`src/rtl/assert_macros.svh`:
```
// ----------------------------------------------------------------------------
// Assertion macros
// Shared concurrent assertion helpers, clocked on i_clk, quiet during reset.
// ----------------------------------------------------------------------------
`ifndef ASSERT_MACROS_SVH
`define ASSERT_MACROS_SVH

// Implication check, clocked on i_clk, disabled while i_rst_n is low.
`define HDQC_ASSERT(lbl, prop, msg) \
    lbl: assert property (@(posedge i_clk) disable iff (!i_rst_n) prop) else $error(msg);

// Check that a signal is never high while a guard is high.
`define HDQC_NEVER(lbl, guard, sig, msg) \
    `HDQC_ASSERT(lbl, (guard) |-> !(sig), msg)

`endif

```
`src/rtl/hdqc_pkg.sv`:
```
// ----------------------------------------------------------------------------
// hdqc_pkg
// Types and constants shared by the HDQ-over-UART bit codec.
// ----------------------------------------------------------------------------
package hdqc_pkg;

    localparam logic [7:0] HDQC_MAX_MSG   = 8'd64;
    localparam int         HDQC_QDEPTH    = 4;
    localparam int         HDQC_QAW       = $clog2(HDQC_QDEPTH);

    localparam logic [7:0] HDQC_ONE_RST   = 8'hFE;
    localparam logic [7:0] HDQC_ZERO_RST  = 8'hC0;
    localparam logic [7:0] HDQC_THR_RST   = 8'hF0;

    typedef enum logic [1:0] {
        REG_ONE  = 2'd0,
        REG_ZERO = 2'd1,
        REG_THR  = 2'd2
    } t_reg;

    typedef enum logic [1:0] {
        KIND_TX  = 2'd0,
        KIND_RX  = 2'd1,
        KIND_ERR = 2'd2
    } t_kind;

    typedef struct packed {
        logic [7:0] one_sym;
        logic [7:0] zero_sym;
        logic [7:0] thr;
    } t_cfg;

    typedef struct packed {
        t_kind      kind;
        logic [7:0] value;
        logic [7:0] one_sym;
        logic [7:0] zero_sym;
        logic       done;
    } t_job;

endpackage

```
`src/rtl/hdqc_front.sv`:
```
// ----------------------------------------------------------------------------
// hdqc_front
// Classifies words: starts load the echo and bit counters or, if too long, yield
// an error job; received symbols are checked against the echo, sliced and packed into bytes.
// ----------------------------------------------------------------------------
module hdqc_front (
    input  logic              i_clk,
    input  logic              i_rst_n,
    input  logic              i_accept,
    input  logic              i_func,
    input  logic [7:0]        i_cmd_byte,
    input  logic [5:0]        i_rx_count,
    input  logic [7:0]        i_rx_symbol,
    input  hdqc_pkg::t_cfg    i_cfg,
    output logic              o_job_valid,
    output hdqc_pkg::t_job    o_job
);
    import hdqc_pkg::*;

    logic [9:0] r_pos,  n_pos;
    logic [9:0] r_total, n_total;
    logic [7:0] r_asm,  n_asm;
    logic [7:0] r_cmd,  n_cmd;
    logic [7:0] r_one,  n_one;
    logic [7:0] r_zero, n_zero;

    logic [2:0] lo;
    logic       in_echo;
    logic [7:0] expect_sym;
    logic       take;
    logic [7:0] asm_base;
    logic [9:0] pos_inc;
    logic       done;
    logic       emit;
    logic [7:0] msg_len;
    logic       too_long;

    always_comb begin
        lo         = r_pos[2:0];
        in_echo    = (r_pos[9:3] == 7'd0);
        expect_sym = r_cmd[lo] ? r_one : r_zero;
        take       = !(in_echo && (i_rx_symbol != expect_sym)) && (r_pos < r_total);
        asm_base   = (lo == 3'd0) ? 8'd0 : r_asm;
        pos_inc    = r_pos + 10'd1;
        done       = (pos_inc >= r_total);
        emit       = (lo == 3'd7) && (!in_echo || done);
        msg_len    = {2'b00, i_rx_count} + 8'd1;
        too_long   = (msg_len > HDQC_MAX_MSG);
    end

    always_comb begin
        n_pos       = r_pos;
        n_total     = r_total;
        n_asm       = r_asm;
        n_cmd       = r_cmd;
        n_one       = r_one;
        n_zero      = r_zero;
        o_job_valid = 1'b0;
        o_job       = '{kind: KIND_ERR, value: 8'd0, one_sym: r_one,
                        zero_sym: r_zero, done: 1'b0};
        if (i_accept) begin
            if (!i_func) begin
                o_job_valid = 1'b1;
                if (!too_long) begin
                    n_pos   = 10'd0;
                    n_total = {msg_len[6:0], 3'b000};
                    n_cmd   = i_cmd_byte;
                    n_one   = i_cfg.one_sym;
                    n_zero  = i_cfg.zero_sym;
                    o_job   = '{kind: KIND_TX, value: i_cmd_byte,
                                one_sym: i_cfg.one_sym, zero_sym: i_cfg.zero_sym,
                                done: 1'b0};
                end
            end else if (take) begin
                n_asm = asm_base | ((i_rx_symbol >= i_cfg.thr) ? (8'd1 << lo) : 8'd0);
                n_pos = pos_inc;
                if (emit) begin
                    o_job_valid = 1'b1;
                    o_job       = '{kind: KIND_RX, value: n_asm, one_sym: r_one,
                                    zero_sym: r_zero, done: done};
                end
            end
        end
    end

    always_ff @(posedge i_clk) begin
        if (!i_rst_n) begin
            r_pos   <= 10'd0;
            r_total <= 10'd0;
            r_asm   <= 8'd0;
            r_cmd   <= 8'd0;
            r_one   <= 8'd0;
            r_zero  <= 8'd0;
        end else begin
            r_pos   <= n_pos;
            r_total <= n_total;
            r_asm   <= n_asm;
            r_cmd   <= n_cmd;
            r_one   <= n_one;
            r_zero  <= n_zero;
        end
    end

endmodule

```
`src/rtl/hdqc_fifo.sv`:
```
// ----------------------------------------------------------------------------
// hdqc_fifo
// Short job queue between the front and back parts.
// ----------------------------------------------------------------------------
module hdqc_fifo (
    input  logic              i_clk,
    input  logic              i_rst_n,
    input  logic              i_push,
    input  hdqc_pkg::t_job    i_data,
    output logic              o_full,
    input  logic              i_pop,
    output hdqc_pkg::t_job    o_head,
    output logic              o_empty
);
    import hdqc_pkg::*;

    t_job                r_mem [HDQC_QDEPTH];
    logic [HDQC_QAW-1:0] r_wp, n_wp;
    logic [HDQC_QAW-1:0] r_rp, n_rp;
    logic [HDQC_QAW:0]   r_cnt, n_cnt;
    logic                do_push;
    logic                do_pop;

    always_comb begin
        o_full  = (r_cnt == (HDQC_QAW+1)'(HDQC_QDEPTH));
        o_empty = (r_cnt == '0);
        o_head  = r_mem[r_rp];
        do_push = i_push && !o_full;
        do_pop  = i_pop && !o_empty;
        n_wp    = do_push ? r_wp + 1'b1 : r_wp;
        n_rp    = do_pop ? r_rp + 1'b1 : r_rp;
        n_cnt   = r_cnt + (HDQC_QAW+1)'(do_push) - (HDQC_QAW+1)'(do_pop);
    end

    always_ff @(posedge i_clk) begin
        if (do_push) begin
            r_mem[r_wp] <= i_data;
        end
    end

    always_ff @(posedge i_clk) begin
        if (!i_rst_n) begin
            r_wp  <= '0;
            r_rp  <= '0;
            r_cnt <= '0;
        end else begin
            r_wp  <= n_wp;
            r_rp  <= n_rp;
            r_cnt <= n_cnt;
        end
    end

endmodule

```
`src/rtl/hdqc_back.sv`:
```
// ----------------------------------------------------------------------------
// hdqc_back
// Expands queued jobs into result words: eight transmit symbols per start,
// one word per byte or error, held in an output register.
// ----------------------------------------------------------------------------
module hdqc_back (
    input  logic              i_clk,
    input  logic              i_rst_n,
    input  hdqc_pkg::t_job    i_head,
    input  logic              i_head_empty,
    output logic              o_head_pop,
    input  logic              i_pop,
    output logic              o_empty,
    output logic [1:0]        o_kind,
    output logic [7:0]        o_value,
    output logic              o_last,
    output logic              o_done_res
);
    import hdqc_pkg::*;

    logic       r_valid, n_valid;
    logic [2:0] r_idx,   n_idx;
    logic [1:0] r_kind,  n_kind;
    logic [7:0] r_value, n_value;
    logic       r_last,  n_last;
    logic       r_done,  n_done;
    logic       load;
    logic       is_tx;

    always_comb begin
        is_tx      = (i_head.kind == KIND_TX);
        load       = !i_head_empty && (!r_valid || i_pop);
        o_head_pop = load && (!is_tx || (r_idx == 3'd7));
        n_valid    = load ? 1'b1 : (i_pop ? 1'b0 : r_valid);
        n_idx      = (load && is_tx) ? r_idx + 3'd1 : r_idx;
        n_kind     = r_kind;
        n_value    = r_value;
        n_last     = r_last;
        n_done     = r_done;
        if (load) begin
            n_kind = i_head.kind;
            n_done = i_head.done;
            if (is_tx) begin
                n_value = i_head.value[r_idx] ? i_head.one_sym : i_head.zero_sym;
                n_last  = (r_idx == 3'd7);
            end else begin
                n_value = i_head.value;
                n_last  = 1'b0;
            end
        end
    end

    always_ff @(posedge i_clk) begin
        if (!i_rst_n) begin
            r_valid <= 1'b0;
            r_idx   <= 3'd0;
        end else begin
            r_valid <= n_valid;
            r_idx   <= n_idx;
        end
    end

    always_ff @(posedge i_clk) begin
        r_kind  <= n_kind;
        r_value <= n_value;
        r_last  <= n_last;
        r_done  <= n_done;
    end

    assign o_empty    = !r_valid;
    assign o_kind     = r_kind;
    assign o_value    = r_value;
    assign o_last     = r_last;
    assign o_done_res = r_done;

endmodule

```
`src/rtl/hdq_over_uart_bit_codec_top.sv`:
```
// A result word is written into the job queue and then loaded into the output register.
// The block takes one input word per cycle while the queue is not full; a start within the length
// limit yields 8 result words, one per cycle from the output register while the receiver pops them.
// A 4-entry job queue decouples input from output stalls.
// Reset: synchronous active-low; clears counters, queue and output valid,
// and loads the symbol and threshold registers with 0xFE, 0xC0, 0xF0.
// ----------------------------------------------------------------------------
// hdq_over_uart_bit_codec_top
// HDQ-over-UART bit codec: command symbol encoder and response slicer.
// ----------------------------------------------------------------------------
`include "assert_macros.svh"

module hdq_over_uart_bit_codec_top (
    input  logic        i_clk,
    input  logic        i_rst_n,
    input  logic        i_cfg_we,
    input  logic [1:0]  i_cfg_idx,
    input  logic [7:0]  i_cfg_wdata,
    input  logic        push,
    output logic        full,
    input  logic        i_func,
    input  logic [7:0]  i_cmd_byte,
    input  logic [5:0]  i_rx_count,
    input  logic [7:0]  i_rx_symbol,
    output logic        empty,
    input  logic        pop,
    output logic [1:0]  o_kind,
    output logic [7:0]  o_value,
    output logic        o_last,
    output logic        o_done_res
);
    import hdqc_pkg::*;

    t_cfg r_cfg;
    t_job job;
    t_job head;
    logic job_valid;
    logic accept;
    logic head_empty;
    logic head_pop;

    always_ff @(posedge i_clk) begin
        if (!i_rst_n) begin
            r_cfg <= '{one_sym: HDQC_ONE_RST, zero_sym: HDQC_ZERO_RST, thr: HDQC_THR_RST};
        end else if (i_cfg_we) begin
            case (i_cfg_idx)
                REG_ONE:  r_cfg.one_sym  <= i_cfg_wdata;
                REG_ZERO: r_cfg.zero_sym <= i_cfg_wdata;
                REG_THR:  r_cfg.thr      <= i_cfg_wdata;
                default:  r_cfg          <= r_cfg;
            endcase
        end
    end

    assign accept = push && !full;

    hdqc_front u_front (
        .i_clk       (i_clk),
        .i_rst_n     (i_rst_n),
        .i_accept    (accept),
        .i_func      (i_func),
        .i_cmd_byte  (i_cmd_byte),
        .i_rx_count  (i_rx_count),
        .i_rx_symbol (i_rx_symbol),
        .i_cfg       (r_cfg),
        .o_job_valid (job_valid),
        .o_job       (job)
    );

    hdqc_fifo u_fifo (
        .i_clk   (i_clk),
        .i_rst_n (i_rst_n),
        .i_push  (job_valid),
        .i_data  (job),
        .o_full  (full),
        .i_pop   (head_pop),
        .o_head  (head),
        .o_empty (head_empty)
    );

    hdqc_back u_back (
        .i_clk        (i_clk),
        .i_rst_n      (i_rst_n),
        .i_head       (head),
        .i_head_empty (head_empty),
        .o_head_pop   (head_pop),
        .i_pop        (pop),
        .o_empty      (empty),
        .o_kind       (o_kind),
        .o_value      (o_value),
        .o_last       (o_last),
        .o_done_res   (o_done_res)
    );

    `HDQC_NEVER(a_last_tx_only, !empty && (o_kind != KIND_TX), o_last, "last on non-transmit word")
    `HDQC_NEVER(a_done_rx_only, !empty && (o_kind != KIND_RX), o_done_res, "done on non-data word")
    `HDQC_ASSERT(a_err_clean, (!empty && (o_kind == KIND_ERR)) |-> (o_value == 8'd0), "error word carries data")
    `HDQC_ASSERT(a_no_lost_job, (full && !head_pop) |=> full, "queue lost an entry while stalled")

endmodule

```
`config.mk`:
```
export PLATFORM = sky130hd
export DESIGN_NAME = hdq_over_uart_bit_codec_top
export DESIGN_NICKNAME = d
export VERILOG_FILES = /design/src/rtl/hdqc_pkg.sv /design/src/rtl/hdqc_front.sv /design/src/rtl/hdqc_fifo.sv /design/src/rtl/hdqc_back.sv /design/src/rtl/hdq_over_uart_bit_codec_top.sv
export VERILOG_INCLUDE_DIRS = /design/src /design/src/rtl
export SDC_FILE = /design/constraint.sdc
export NUM_CORES = 1
export LEC_CHECK = 0
export BUFFER_PORTS_ARGS = -buffer_cell sky130_fd_sc_hd__buf_2
export CORE_MARGIN = 1.5
export CORE_UTILIZATION = 55
export CTS_CLUSTER_DIAMETER = 60
export DETAILED_ROUTE_END_ITERATION = 12
export GPL_TIMING_DRIVEN = 0
export PLACE_DENSITY = 0.73
export SYNTH_ARGS = -nofsm -noshare
export SYNTH_HDL_FRONTEND = slang
export SYNTH_SLANG_ARGS = --single-unit
```
`constraint.sdc`:
```
create_clock -name i_clk -period 3.4 [get_ports i_clk]
set_input_delay 0.68 -clock i_clk [delete_from_list [all_inputs] [get_ports i_clk]]
set_output_delay 0.68 -clock i_clk [all_outputs]
set_load 0.03 [all_outputs]
```
==> summary.md <==
| Metric | Value |
|---|---|
| N_diodes | `0` |
| Chip height | `132 microns` |
| Clock Skew | `0.0152 ns` |
| Fin area | `0.0105 sq mm` |
| Seq/Total Area, Yosys | `slightly below 60%` |
| Layout area overhead | `15.0%` |
| GPL Wtd Cong | `0.894` |
| Layout net count | `896` |
| WP data arrival | `3.49 ns` |
| Final Cycle Share | `approximately 99%` |
| Endpoints failing setup | `0` |
| RSZ-0062 raised after global routing | `yes` |
| LEAKAGE | `4.05 nW` |
| Ys flop type | `edfxtp_1` |
| CP Launch Type | `flop` |
| Placed Area | `0.00961 sq mm` |
| PwrDens | `657 mW/mm^2` |
| CP max stage delay | `0.70 ns` |
| Crit end category | `flop` |
| Final Hold Fails | `0` |
| WS Path Type | `flop to flop` |
| Hold WS | `around 0.43 ns` |
| Post-route minimum period | `3.38 ns` |
| Net Switching | `slightly below 2 mW` |
| VDD IR max | `0.000407 V` |
| Placement row count | `46` |
| HP Class | `input port to flop` |
| Skew-Pair Late Insertion Delay | `0.50 ns` |
| Post-Syn Nets | `821` |
| Syn avg cell area | `around 12 sq um` |
| DIE WIDTH | `132 microns` |
| Synth Cell Area | `0.00909 sq mm` |
| Antenna violations before repair | `0` |
| F_max | `296 MHz` |
| First-pass GRT wire length | `30700 microns` |
| Worst setup path start | `u_front.r_pos[1]` |
| Commonest cells in the synthesized netlist | `edfxtp_1, nand2_1, dfxtp_1, a21oi_1, nor2_1` |
| Wire length per cell | `18.5 microns` |
| Clock power share | `34.1%` |
| GR Overflow Total | `0` |
| Clk slew on worst S/H paths | `around 0.060 ns` |
| Hold buffers post-CTS | `0` |
| Post-synthesis register bit count | `206` |
| I/O pins | `52` |
| Layout cell share with drive strength beyond 1 | `18.9%` |
| Die ar. | `~0.017 sq mm` |
| Switching share of power | `28.5%` |
| Crit-path cells | `buf_4, mux4_2, mux2i_1, nand4_1, a21oi_1, o21ai_0, o22ai_4, and2_2` |
| Int Pwr | `4.91 mW` |
| TritonCTS clock tree | `yes` |
| Syn. warnings | `0` |
| Leading area contributor after synthesis | `edfxtp_1` |
| Worst slew pin tran | `1.01 ns` |
| Detailed placement HPWL | `14000 microns` |
| Total CTS buffers | `22` |
| Crit-path max FO | `27` |
| Post-synthesis async set-or-reset flop share | `0%` |
| Worst slew margin | `32.4%` |
| Remaining DRCs | `0` |
| Combinational power share | `22.3%` |
| # H-tree levels | `1` |
| Routed WL | `19500 microns` |
| GRT Util Overall | `22.7%` |
| Vias in the first global route | `around 5.9k` |
| Initial DRC count | `334` |
| Seq pwr share | `between 40 and 50%` |
| Max Transition Viols Final | `0` |
| Share of the synthesized area in the top cell type | `39.6%` |
| Initial Utilization | `a little under three fifths` |
| R2R Path Start | `u_front.r_pos[1]` |
| Max Cap Violations | `0` |
| Maximum clock path buffer count | `3` |
| Post-synth EDFFs | `120` |
| IO Port Bufs | `49` |
| Top cells by area, synth | `edfxtp_1, dfxtp_1, mux4_2, nand2_1, ha_1` |
| Post-Syn Instances | `747` |
| Pwr Total | `6.87 mW` |
| Core box area | `0.0160 sq mm` |
| Status | `complete, no violations` |
| Clock Sinks | `206` |
| DR vias | `5951` |
| CP Data Required Time | `3.51 ns` |
| Via density | `approximately 5.6` |
| Worst Hold Launch | `i_cfg_wdata[3]` |
| Root Driver | `clkbuf_16` |
| Largest net degree at the start of global routing | `28` |
| DRT antenna net count | `0` |
| Post-synth cell types | `51` |
| First-pass detailed-route iteration total | `5` |
| CP max stage cell | `and2_2` |
| Fin Setup TNS | `0 ns` |
| Util after Layout | `between 60 and 70%` |
## per-layer routing
| layer | track usage, % | vias to the layer above | wire, microns |
|---|---|---|---|
| li1 | - | 2866 | - |
| met1 | 29.2 | 2900 | 8380 |
| met2 | 39.9 | 157 | 9830 |
| met3 | 3.59 | 28 | 928 |
| met4 | 6.17 | 0 | 388 |
| met5 | 0 | - | 0 |
## repair_timing
item / in CTS / in global routing
setup endpoints to repair: 150 / 115
gates resized for setup: 24 / 15
hold endpoints to repair: 0 / 0
buffers inserted: 4 / 3
pin swaps: 0 / 8
cloned: 0 / 0
## power by group through the flow
stage          Sequential, mW  Clock, mW  Combinational (mW)
2_1_floorplan            3.19          0               0.938
4_1_cts                  3.00       2.38                1.51
3_3_place_gp             3.04          0                1.46
6_report                 2.99       2.34                1.53
3_5_place_dp             3.05          0                1.50
5_1_grt                  3.02       2.50                1.65
## logic make-up (layout without fill, tap and decap cells)
| logic type | count (synthesis) | in the layout | share of synthesized area (%) |
|---|---|---|---|
| xor gates and xnor gates | 30 | 30 | 2.89 |
| adders and majority gates | 36 | 36 | 5.04 |
| muxes | 60 | 60 | 11.3 |
| AOI/OAI and AO/OA | 106 | 106 | 7.39 |
| and+or+nand+nor | 243 | 243 | 12.0 |
| buffers and inverters | 66 | 157 | 2.89 |
| DFF | 206 | 206 | 58.6 |
## flip-flops by register name (all words and copies together), names as in the netlist, named ones only
signal and cells:
u_fifo.r_mem 108, r_cfg 24, u_front.r_pos 10, u_back.o_value 8, u_front.r_asm 8, u_front.r_cmd 8, u_front.r_one 8, u_front.r_zero 8
u_front.r_total 7, u_back.r_idx 3, u_fifo.r_cnt 3, u_back.o_kind 2, u_fifo.r_rp 2, u_fifo.r_wp 2, u_back.o_done_res 1, u_back.o_last 1
u_back.r_valid 1
## worst max-delay path, delay by kind of cell (launching register included)
family / cells / cell delay, ns
AOI/OAI and AO/OA: 3 / 0.82
buffers and inverters: 1 / 0.14
and+or+nand+nor: 2 / 0.84
muxes: 2 / 0.80
DFF: 1 / 0.40
## path summary, 6_finish.rpt
| kind | endpoint | slack [ns] | cells past startpoint |
|---|---|---|---|
| worst max-delay path | u_fifo.r_mem[3][21] | 0.02 | 8 |
| worst min-delay path | r_cfg[19] | 0.43 | 3 |
| worst max register to register | u_fifo.r_mem[3][21] | 0.02 | 8 |
| worst min register to register | u_front.r_cmd[5] | 0.45 | 2 |
## placed cells by master, fill, tap and decap left out, types with 25 or more instances in the layout
cell type	Yosys	layout
mux2i_1	27	27
buf_2	6	54
nand2_1	120	120
a21oi_1	47	46
clkbuf_1	26	25
inv_1	31	31
mux4_2	25	25
edfxtp_1	120	120
nand3_1	27	26
nor2_1	43	43
dfxtp_1	86	79
ha_1	35	32
## area by class of cell
| class | count | area, sq um |
|---|---|---|
| clock inverter | 13 | 121 |
| timing repair buffer | 56 | 298 |
| tap | 216 | 270 |
| sequential | 206 | 5340 |
| clock buffer | 27 | 601 |
| multi-input combinational | 475 | 3580 |
| fill | 1223 | 5540 |
| buffer | 30 | 126 |
| inverter | 31 | 116 |
## through the flow
step,std cells,worst slack (ns)
6_report,1054,0.0220
5_1_grt,1054,-0.136
4_1_cts,1052,-0.00476
3_5_place_dp,1012,-0.878
3_3_place_gp,1012,-0.825
2_1_floorplan,747,0.0567
Note: power is estimated with default switching activity, not from simulation.
